`src/sv/wars_pkg.sv`:
```
// wars_pkg: shared widths, configuration register indexes and control structs
// for the waveform autoscale remap unit; no dependencies, compiled first
package wars_pkg;

    // frame store geometry
    localparam int SAMPLES   = 64;
    localparam int IDX_W     = $clog2(SAMPLES);

    // field widths
    localparam int DATA_W    = 16;
    localparam int CNT_W     = 16;
    localparam int REG_W     = 10;
    localparam int POS_W     = 6;
    localparam int PROD_W    = DATA_W + REG_W;

    // restoring divider: one quotient bit per step, quotient never exceeds plot_height
    localparam int DIV_STEPS = REG_W;
    localparam int STEP_W    = $clog2(DIV_STEPS);

    // configuration register indexes
    localparam int CFG_IDX_W = 2;
    localparam logic [CFG_IDX_W-1:0] CFG_PLOT_HEIGHT = CFG_IDX_W'(0);
    localparam logic [CFG_IDX_W-1:0] CFG_BASE_ROW    = CFG_IDX_W'(1);

    // configuration reset values
    localparam logic [REG_W-1:0] PLOT_HEIGHT_RST = REG_W'(200);
    localparam logic [REG_W-1:0] BASE_ROW_RST    = REG_W'(239);

    // commands from controller to datapath
    typedef struct packed {
        logic accept;     // take one sample into stats, and into the store while it has room
        logic rd;         // read store entry at the readout index
        logic mul;        // form (sample - min) * plot_height
        logic div;        // one divider step
        logic short_res;  // short-frame result is on the output
        logic idx_inc;    // advance readout index
        logic clear;      // frame done, back to reset statistics
    } t_cmd;

    // status from datapath to controller
    typedef struct packed {
        logic fill;       // the next sample completes the store, or it is full already
        logic idx_last;   // readout index at the final entry
    } t_sts;

    // one result item
    typedef struct packed {
        logic [POS_W-1:0]  position;
        logic [REG_W-1:0]  row;
        logic              rows_valid;
        logic [DATA_W-1:0] frame_max;
        logic [DATA_W-1:0] frame_min;
        logic [DATA_W-1:0] frame_span;
        logic [DATA_W-1:0] latest;
        logic              run_last;
    } t_res;

endpackage

```
`src/sv/wars_in_if.sv`:
```
// wars_in_if: sample input channel, valid/ready handshake
// depends on wars_pkg for field widths
interface wars_in_if import wars_pkg::*; ();
    logic              valid;
    logic              ready;
    logic [DATA_W-1:0] sample;
    logic              frame_end;

    modport source (output valid, output sample, output frame_end, input ready);
    modport sink   (input valid, input sample, input frame_end, output ready);
endinterface

```
`src/sv/wars_out_if.sv`:
```
// wars_out_if: result output channel, valid/ready handshake
// depends on wars_pkg for field widths
interface wars_out_if import wars_pkg::*; ();
    logic              valid;
    logic              ready;
    logic [POS_W-1:0]  position;
    logic [REG_W-1:0]  row;
    logic              rows_valid;
    logic [DATA_W-1:0] frame_max;
    logic [DATA_W-1:0] frame_min;
    logic [DATA_W-1:0] frame_span;
    logic [DATA_W-1:0] latest;
    logic              run_last;

    modport source (
        output valid, input ready,
        output position, output row, output rows_valid, output frame_max,
        output frame_min, output frame_span, output latest, output run_last
    );
    modport sink (
        input valid, output ready,
        input position, input row, input rows_valid, input frame_max,
        input frame_min, input frame_span, input latest, input run_last
    );
endinterface

```
`src/sv/wars_dp.sv`:
```
// wars_dp: datapath with sample store, running max/min, config registers,
// multiplier and restoring divider; depends on wars_pkg
module wars_dp import wars_pkg::*; (
    input  logic                 i_clk,
    input  logic                 i_rst_n,
    input  logic [DATA_W-1:0]    i_sample,
    input  logic                 i_cfg_we,
    input  logic [CFG_IDX_W-1:0] i_cfg_idx,
    input  logic [REG_W-1:0]     i_cfg_data,
    input  t_cmd                 i_cmd,
    output t_sts                 o_sts,
    output t_res                 o_res
);

    logic [DATA_W-1:0] r_store [SAMPLES];
    logic [CNT_W-1:0]  r_count;
    logic [DATA_W-1:0] r_max;
    logic [DATA_W-1:0] r_min;
    logic [DATA_W-1:0] r_latest;
    logic [IDX_W-1:0]  r_idx;
    logic [REG_W-1:0]  r_plot_height;
    logic [REG_W-1:0]  r_base_row;
    logic [DATA_W-1:0] r_rd_data;
    logic [DATA_W-1:0] r_span;
    logic [DATA_W-1:0] r_rem;
    logic [REG_W-1:0]  r_q;

    logic              w_store_en;
    logic [DATA_W-1:0] w_diff;
    logic [PROD_W-1:0] n_prod;
    logic [DATA_W:0]   n_trial;
    logic              w_ge;
    logic [DATA_W-1:0] n_rem;
    logic [REG_W-1:0]  w_off;
    logic [REG_W-1:0]  w_row;

    // only the first SAMPLES samples of a frame land in the store
    assign w_store_en = r_count < CNT_W'(SAMPLES);

    // config registers, frame statistics and readout index
    always_ff @(posedge i_clk) begin
        if (!i_rst_n) begin
            r_plot_height <= PLOT_HEIGHT_RST;
            r_base_row    <= BASE_ROW_RST;
            r_count       <= '0;
            r_max         <= '0;
            r_min         <= '1;
            r_idx         <= '0;
        end else begin
            if (i_cfg_we) begin
                case (i_cfg_idx)
                    CFG_PLOT_HEIGHT: r_plot_height <= i_cfg_data;
                    CFG_BASE_ROW:    r_base_row    <= i_cfg_data;
                    default:         ;
                endcase
            end
            if (i_cmd.clear) begin
                r_count <= '0;
                r_max   <= '0;
                r_min   <= '1;
                r_idx   <= '0;
            end else begin
                if (i_cmd.accept) begin
                    if (r_count != '1) begin
                        r_count <= r_count + CNT_W'(1);
                    end
                    if (i_sample > r_max) begin
                        r_max <= i_sample;
                    end
                    if (i_sample < r_min) begin
                        r_min <= i_sample;
                    end
                end
                if (i_cmd.idx_inc) begin
                    r_idx <= r_idx + IDX_W'(1);
                end
            end
        end
    end

    // sample store: one write port, one registered read port
    always_ff @(posedge i_clk) begin
        if (i_cmd.accept && w_store_en) begin
            r_store[r_count[IDX_W-1:0]] <= i_sample;
            r_latest                    <= i_sample;
        end
        if (i_cmd.rd) begin
            r_rd_data <= r_store[r_idx];
            r_span    <= r_max - r_min;
        end
    end

    // offset product, then one quotient bit per cycle
    assign w_diff  = r_rd_data - r_min;
    assign n_prod  = PROD_W'(w_diff) * PROD_W'(r_plot_height);
    assign n_trial = {r_rem, r_q[REG_W-1]};
    assign w_ge    = n_trial >= {1'b0, r_span};
    assign n_rem   = w_ge ? DATA_W'(n_trial - {1'b0, r_span}) : n_trial[DATA_W-1:0];

    always_ff @(posedge i_clk) begin
        if (i_cmd.mul) begin
            r_rem <= n_prod[PROD_W-1:REG_W];
            r_q   <= n_prod[REG_W-1:0];
        end else if (i_cmd.div) begin
            r_rem <= n_rem;
            r_q   <= {r_q[REG_W-2:0], w_ge};
        end
    end

    // row from quotient, flat frame maps to base row, saturate at zero
    assign w_off = (r_span == '0) ? '0 : r_q;
    assign w_row = (w_off >= r_base_row) ? '0 : r_base_row - w_off;

    assign o_sts.fill     = r_count >= CNT_W'(SAMPLES - 1);
    assign o_sts.idx_last = r_idx == IDX_W'(SAMPLES - 1);

    // result payload
    always_comb begin
        o_res.position   = POS_W'(r_idx);
        o_res.row        = i_cmd.short_res ? '0 : w_row;
        o_res.rows_valid = !i_cmd.short_res;
        o_res.frame_max  = r_max;
        o_res.frame_min  = r_min;
        o_res.frame_span = r_max - r_min;
        o_res.latest     = r_latest;
        o_res.run_last   = i_cmd.short_res || o_sts.idx_last;
    end

endmodule

```
`src/sv/wars_ctrl.sv`:
```
// wars_ctrl: controller state machine for sample loading and frame readout
// depends on wars_pkg for command and status structs
module wars_ctrl import wars_pkg::*; (
    input  logic i_clk,
    input  logic i_rst_n,
    input  logic i_in_valid,
    input  logic i_frame_end,
    input  logic i_out_ready,
    input  t_sts i_sts,
    output logic o_in_ready,
    output logic o_out_valid,
    output t_cmd o_cmd
);

    typedef enum logic [2:0] {
        S_LOAD,
        S_READ,
        S_MUL,
        S_DIV,
        S_OUT,
        S_SHORT
    } t_state;

    t_state            r_state;
    t_state            n_state;
    logic              r_in_ready;
    logic              r_out_valid;
    logic [STEP_W-1:0] r_step;
    logic              w_accept;
    logic              w_taken;

    assign w_accept = i_in_valid && r_in_ready;
    assign w_taken  = i_out_ready && r_out_valid;

    // next state
    always_comb begin
        n_state = r_state;
        case (r_state)
            S_LOAD: begin
                if (w_accept && i_frame_end) begin
                    n_state = i_sts.fill ? S_READ : S_SHORT;
                end
            end
            S_READ:  n_state = S_MUL;
            S_MUL:   n_state = S_DIV;
            S_DIV: begin
                if (r_step == STEP_W'(DIV_STEPS - 1)) begin
                    n_state = S_OUT;
                end
            end
            S_OUT: begin
                if (w_taken) begin
                    n_state = i_sts.idx_last ? S_LOAD : S_READ;
                end
            end
            S_SHORT: begin
                if (w_taken) begin
                    n_state = S_LOAD;
                end
            end
            default: n_state = S_LOAD;
        endcase
    end

    // state, handshake outputs and divider step count
    always_ff @(posedge i_clk) begin
        if (!i_rst_n) begin
            r_state     <= S_LOAD;
            r_in_ready  <= 1'b1;
            r_out_valid <= 1'b0;
            r_step      <= '0;
        end else begin
            r_state     <= n_state;
            r_in_ready  <= n_state == S_LOAD;
            r_out_valid <= (n_state == S_OUT) || (n_state == S_SHORT);
            if (r_state == S_DIV) begin
                r_step <= r_step + STEP_W'(1);
            end else begin
                r_step <= '0;
            end
        end
    end

    // commands to the datapath
    always_comb begin
        o_cmd.accept    = w_accept;
        o_cmd.rd        = r_state == S_READ;
        o_cmd.mul       = r_state == S_MUL;
        o_cmd.div       = r_state == S_DIV;
        o_cmd.short_res = r_state == S_SHORT;
        o_cmd.idx_inc   = (r_state == S_OUT) && w_taken && !i_sts.idx_last;
        o_cmd.clear     = ((r_state == S_OUT) && w_taken && i_sts.idx_last)
                       || ((r_state == S_SHORT) && w_taken);
    end

    assign o_in_ready  = r_in_ready;
    assign o_out_valid = r_out_valid;

endmodule

```
`src/sv/waveform_autoscale_remap_unit.sv`:
```
// waveform_autoscale_remap_unit: top level, joins wars_ctrl and wars_dp
// depends on wars_pkg, wars_in_if, wars_out_if
// loading: one sample a cycle; ready drops after frame_end until its results are taken
// short frame: one result, valid the cycle after frame_end is accepted
// full frame: SAMPLES results, each through store read, multiply, one quotient bit
//   a cycle in the 10-step divider, and output, which waits for ready
// reset: synchronous active low; clears statistics, restores config defaults,
//   store is left as is
module waveform_autoscale_remap_unit import wars_pkg::*; (
    input  logic                 i_clk,
    input  logic                 i_rst_n,
    wars_in_if.sink              i_in,
    wars_out_if.source           o_out,
    input  logic                 i_cfg_we,
    input  logic [CFG_IDX_W-1:0] i_cfg_idx,
    input  logic [REG_W-1:0]     i_cfg_data
);

    t_cmd cmd;
    t_sts sts;
    t_res res;

    // controller
    wars_ctrl u_ctrl (
        .i_clk       (i_clk),
        .i_rst_n     (i_rst_n),
        .i_in_valid  (i_in.valid),
        .i_frame_end (i_in.frame_end),
        .i_out_ready (o_out.ready),
        .i_sts       (sts),
        .o_in_ready  (i_in.ready),
        .o_out_valid (o_out.valid),
        .o_cmd       (cmd)
    );

    // datapath
    wars_dp u_dp (
        .i_clk      (i_clk),
        .i_rst_n    (i_rst_n),
        .i_sample   (i_in.sample),
        .i_cfg_we   (i_cfg_we),
        .i_cfg_idx  (i_cfg_idx),
        .i_cfg_data (i_cfg_data),
        .i_cmd      (cmd),
        .o_sts      (sts),
        .o_res      (res)
    );

    // result payload
    assign o_out.position   = res.position;
    assign o_out.row        = res.row;
    assign o_out.rows_valid = res.rows_valid;
    assign o_out.frame_max  = res.frame_max;
    assign o_out.frame_min  = res.frame_min;
    assign o_out.frame_span = res.frame_span;
    assign o_out.latest     = res.latest;
    assign o_out.run_last   = res.run_last;

`ifndef SYNTHESIS
    // no sample taken while a result is pending
    a_no_overlap: assert property (@(posedge i_clk) disable iff (!i_rst_n)
        !(o_out.valid && i_in.ready))
        else $error("input ready while a result is pending");

    // a short-frame result is always the final one
    a_short_last: assert property (@(posedge i_clk) disable iff (!i_rst_n)
        (o_out.valid && !o_out.rows_valid) |-> o_out.run_last)
        else $error("short-frame result without run_last");

    // after the final result is taken the block loads again
    a_reload: assert property (@(posedge i_clk) disable iff (!i_rst_n)
        (o_out.valid && o_out.ready && o_out.run_last) |=> i_in.ready)
        else $error("not ready after final result");

    // a frame_end with an incomplete store gives a short result next cycle
    a_short_next: assert property (@(posedge i_clk) disable iff (!i_rst_n)
        (i_in.valid && i_in.ready && i_in.frame_end && !sts.fill)
        |=> (o_out.valid && !o_out.rows_valid))
        else $error("short frame did not give its result");
`endif

endmodule
```
`src/flat_wrapper.sv`:
```
// flat-port wrapper written by rule: the top's interface ports become plain ports
module waveform_autoscale_remap_unit_flat import wars_pkg::*;
  (i_clk, i_rst_n, i_cfg_we, i_cfg_idx, i_cfg_data, i_in_valid, i_in_sample, i_in_frame_end, i_in_ready, o_out_valid, o_out_ready, o_out_position, o_out_row, o_out_rows_valid, o_out_frame_max, o_out_frame_min, o_out_frame_span, o_out_latest, o_out_run_last);
  wars_in_if i_in_i ();
  wars_out_if o_out_i ();
  input  logic i_clk;
  input  logic i_rst_n;
  input  logic i_cfg_we;
  input  logic [CFG_IDX_W-1:0] i_cfg_idx;
  input  logic [REG_W-1:0] i_cfg_data;
  input wire logic [$bits(i_in_i.valid)-1:0] i_in_valid;
  input wire logic [$bits(i_in_i.sample)-1:0] i_in_sample;
  input wire logic [$bits(i_in_i.frame_end)-1:0] i_in_frame_end;
  output wire logic [$bits(i_in_i.ready)-1:0] i_in_ready;
  output wire logic [$bits(o_out_i.valid)-1:0] o_out_valid;
  input wire logic [$bits(o_out_i.ready)-1:0] o_out_ready;
  output wire logic [$bits(o_out_i.position)-1:0] o_out_position;
  output wire logic [$bits(o_out_i.row)-1:0] o_out_row;
  output wire logic [$bits(o_out_i.rows_valid)-1:0] o_out_rows_valid;
  output wire logic [$bits(o_out_i.frame_max)-1:0] o_out_frame_max;
  output wire logic [$bits(o_out_i.frame_min)-1:0] o_out_frame_min;
  output wire logic [$bits(o_out_i.frame_span)-1:0] o_out_frame_span;
  output wire logic [$bits(o_out_i.latest)-1:0] o_out_latest;
  output wire logic [$bits(o_out_i.run_last)-1:0] o_out_run_last;
  assign i_in_i.valid = i_in_valid;
  assign i_in_i.sample = i_in_sample;
  assign i_in_i.frame_end = i_in_frame_end;
  assign i_in_ready = i_in_i.ready;
  assign o_out_valid = o_out_i.valid;
  assign o_out_i.ready = o_out_ready;
  assign o_out_position = o_out_i.position;
  assign o_out_row = o_out_i.row;
  assign o_out_rows_valid = o_out_i.rows_valid;
  assign o_out_frame_max = o_out_i.frame_max;
  assign o_out_frame_min = o_out_i.frame_min;
  assign o_out_frame_span = o_out_i.frame_span;
  assign o_out_latest = o_out_i.latest;
  assign o_out_run_last = o_out_i.run_last;
  waveform_autoscale_remap_unit u_core (.i_clk(i_clk), .i_rst_n(i_rst_n), .i_in(i_in_i), .o_out(o_out_i), .i_cfg_we(i_cfg_we), .i_cfg_idx(i_cfg_idx), .i_cfg_data(i_cfg_data));
endmodule
```
`config.mk`:
```
export PLATFORM = sky130hd
export DESIGN_NAME = waveform_autoscale_remap_unit_flat
export DESIGN_NICKNAME = d
export VERILOG_FILES = /design/src/sv/wars_pkg.sv /design/src/sv/wars_in_if.sv /design/src/sv/wars_out_if.sv /design/src/sv/wars_dp.sv /design/src/sv/wars_ctrl.sv /design/src/sv/waveform_autoscale_remap_unit.sv /design/src/flat_wrapper.sv
export SDC_FILE = /design/constraint.sdc
export NUM_CORES = 2
export LEC_CHECK = 0
export BUFFER_PORTS_ARGS = -buffer_cell sky130_fd_sc_hd__buf_2
export CORE_UTILIZATION = 55
export DETAILED_ROUTE_END_ITERATION = 8
export PLACE_DENSITY = 0.74
export SKIP_CTS_REPAIR_TIMING = 1
export SLEW_MARGIN = 0
export SYNTH_ARGS = -nofsm -noshare
export SYNTH_HDL_FRONTEND = slang
export SYNTH_HIERARCHICAL = 1
export SYNTH_SLANG_ARGS = --single-unit
```
`constraint.sdc`:
```
create_clock -name i_clk -period 7.74 [get_ports i_clk]
set_input_delay 0.387 -clock i_clk [delete_from_list [all_inputs] [get_ports i_clk]]
set_output_delay 0.387 -clock i_clk [all_outputs]
set_load 0.05 [all_outputs]
```
==> results.yml <==
timing:
  fmax_mhz: 135
  finalCriticalPeriod_ns: 7.42
  rsz0062_at_grt: "false"
  setup_ws_ns: 0.322
  fin_crit_sh_pct: 95.8
  hold_viol: 0
  slew_violations: 0
  maxSlewHeadroom_pct: 27.0
  tightest_slew_ns: 1.10
  fin_hold_ws_ns: 0.0823
  skew_ns: 0.0727
  setup_tns_ns: 0
  setup_viol: 0
drt:
  first_pass_iters: 6
  wl_per_cell_um: 27.1
  wl_mm: 132
  vias: 30500
  drc: 0
  ant_nets: 0
  drtIter0Drc: 3234
  via_per_inst: 6.25
min_path:
  holdCritPathClass: "input pin to flop"
logic_synthesis:
  synth_warnings: 6
  syn_nets: 3594
  synth_area_leaders: "edfxtp_1 (61%), mux4_2 (13%), fa_1 (4.2%), ha_1 (3.5%), dfxtp_1 (3.1%)"
  synthSimpleGateAreaFrac_pct: 6.28
  syn_avg_cell_area_um2: 16.5
  synth.largest_area_cell: "edfxtp_1"
  synth-adder-area-share_pct: 7.69
  synth_top_area_share_pct: 60.6
  synthMuxAreaShare_pct: 14.3
  synth_edf_count: 1098
  synth-seq-area-share_pct: 63.7
  ys.flop_type: "edfxtp_1"
  async_reset_ff_share_pct: 0
  synth_top_family_by_area: "multiplexers"
  synth_cells: 3294
  syn_area_mm2: 0.0544
  synth_xor_area_share_pct: 1.08
  synth-seq-cells: 1181
  yosys.cell_types.count: 79
  synth_compound_area_share_pct: 4.40
cells_and_area:
  mostFrequentLayoutCell: "edfxtp_1"
  final_cell_mix: "edfxtp_1 (1098), mux4_2 (318), inv_1 (188)"
  layout-drive-gt1-share_pct: 21.3
  final_nets: 3807
  nFillCells: 6835
  syn2layout_area_growth_pct: 11.8
  stdcell_count: 4881
floorplanning:
  die_y_um: 317
  ios: 118
  rows: 114
  core_mm2: 0.0973
  initial_core_util_pct: 55.9
  die_area_mm2: 0.100
  die_x_um: 317
setup_path:
  critPathSlowestCell: "fa_1"
  startpoint_type: "flop"
  path_common_cell: "fa_1"
  slowest_delay_ns: 0.52
  path_max_fanout: 12
  path_buf_inv: 4
  path_class: "flop to flop"
  arrival_ns: 7.81
  cp.required_ns: 8.13
  crit_family: "adder cells"
  end_kind: "flop"
clock_network:
  cts_tree: "built"
  clk_latency_ns: 0.73
  clockBufferDepth: 3
  root_buffer: "clkbuf_16"
  cts_sinks: 1181
  clkTransAtPathRegs_ns: 0.07
  cts_buffers: 114
  htree_num_levels: 3
grt:
  grt_pass1_wl_mm: 195
  grt_overflow: 0
  grt_pass1_vias: 30600
  grt_antenna_before_repair: 4
  track_usage_pct: 26.9
  grt_max_degree: 131
place:
  gp_congestion: 0.895
  port_buffers: 117
  placedCellCount: 4657
  hpwlAfterDp_mm: 82.6
  dp_worst_setup_slack_ns: 0.123
pwr:
  peakVddDrop_mv: 0.412
  power_mw: 18.1
  p_leak_nw: 20.9
  pwr_density_cell_mw_per_mm2: 297
status:
  outcome: "finished, final reports clean"
flow_run:
  maxCapViolations: 0
[worst paths after layout]
check / startpoint / endpoint / slack [ns] / cells past startpoint
min reg2reg: u_core/u_ctrl/r_step[0]$_SDFF_PN0_ / u_core/u_ctrl/r_step[0]$_SDFF_PN0_ / 0.47 / 1
min: i_rst_n / u_core/u_dp/r_base_row[6]$_SDFFE_PN1P_ / 0.08 / 2
max reg2reg: u_core/u_dp/r_min[2]$_SDFFE_PP1P_ / u_core/u_dp/r_rem[15]$_DFFE_PP_ / 0.32 / 27
max: u_core/u_dp/r_min[2]$_SDFFE_PP1P_ / u_core/u_dp/r_rem[15]$_DFFE_PP_ / 0.32 / 27
[cells in the mapped netlist (all sizes together), types with 17 or more instances]
master / count
xnor2: 39
a21boi: 21
dfxtp: 83
ha: 152
a21o: 27
a21oi: 100
o21ai: 70
mux2i: 53
and2: 71
nand4: 17
nor2: 183
buf: 61
nor2b: 66
nand3: 59
inv: 188
clkbuf: 97
fa: 114
xor2: 28
edfxtp: 1098
nand2: 173
mux4: 318
a211oi: 26
nand2b: 19
[logic make-up (layout without fill, tap and decap cells)]
| group | count (synthesis) | in the layout |
|---|---|---|
| compound gates | 362 | 362 |
| xor+xnor | 67 | 67 |
| fa+ha+maj | 266 | 266 |
| buf+inv | 347 | 655 |
| flops | 1181 | 1181 |
| mux | 381 | 381 |
| other cells | 0 | 3 |
| simple gates | 690 | 690 |
[layer usage]
| layer | routed length [um] | global-route usage (%) |
|---|---|---|
| met5 | 54 | 0 |
| met4 | 5920 | 11.1 |
| met3 | 10500 | 4.58 |
| met2 | 65300 | 44.8 |
| met1 | 50600 | 35.2 |
[final cells by class]
type,count,area (um2),share of cell area (%)
Tap cell,1276,1600,2.63
Timing Repair Buffer,255,1680,2.77
Antenna cell,3,7.51,0.0123
Sequential cell,1181,34600,57.0
Clock inverter,72,712,1.17
Clock buffer,139,3000,4.93
Inverter,189,709,1.17
Multi-Input combinational cell,1766,18400,30.3
[registers in the layout, indices dropped and copies added, names as in the netlist, 16 cells and up]
| register | cells |
|---|---|
| u_core/u_dp/r_min | 16 |
| u_core/u_dp/r_latest | 16 |
| u_core/u_dp/r_store | 1024 |
| u_core/u_dp/r_rem | 16 |
| u_core/u_dp/r_max | 16 |
| u_core/u_dp/r_count | 16 |
| u_core/u_dp/r_rd_data | 16 |
| u_core/u_dp/r_span | 16 |
[metrics by stage]
step | instance area [um2] | util [%]
after floorplan | 54400 | -
after global placement | 56900 | 58.5
after detailed placement | 56900 | 58.5
after CTS | 60600 | 62.3
after global routing | 60800 | 62.5
final | 60800 | 62.5
[power breakdown]
part,switching [mW],leakage [nW],internal (mW)
Combinational,3.23,8.57,2.08
Sequential,0.0925,10.6,7.14
Clock,2.39,1.77,3.12
Total,5.72,20.9,12.3
(Power assumes the default switching activity.)
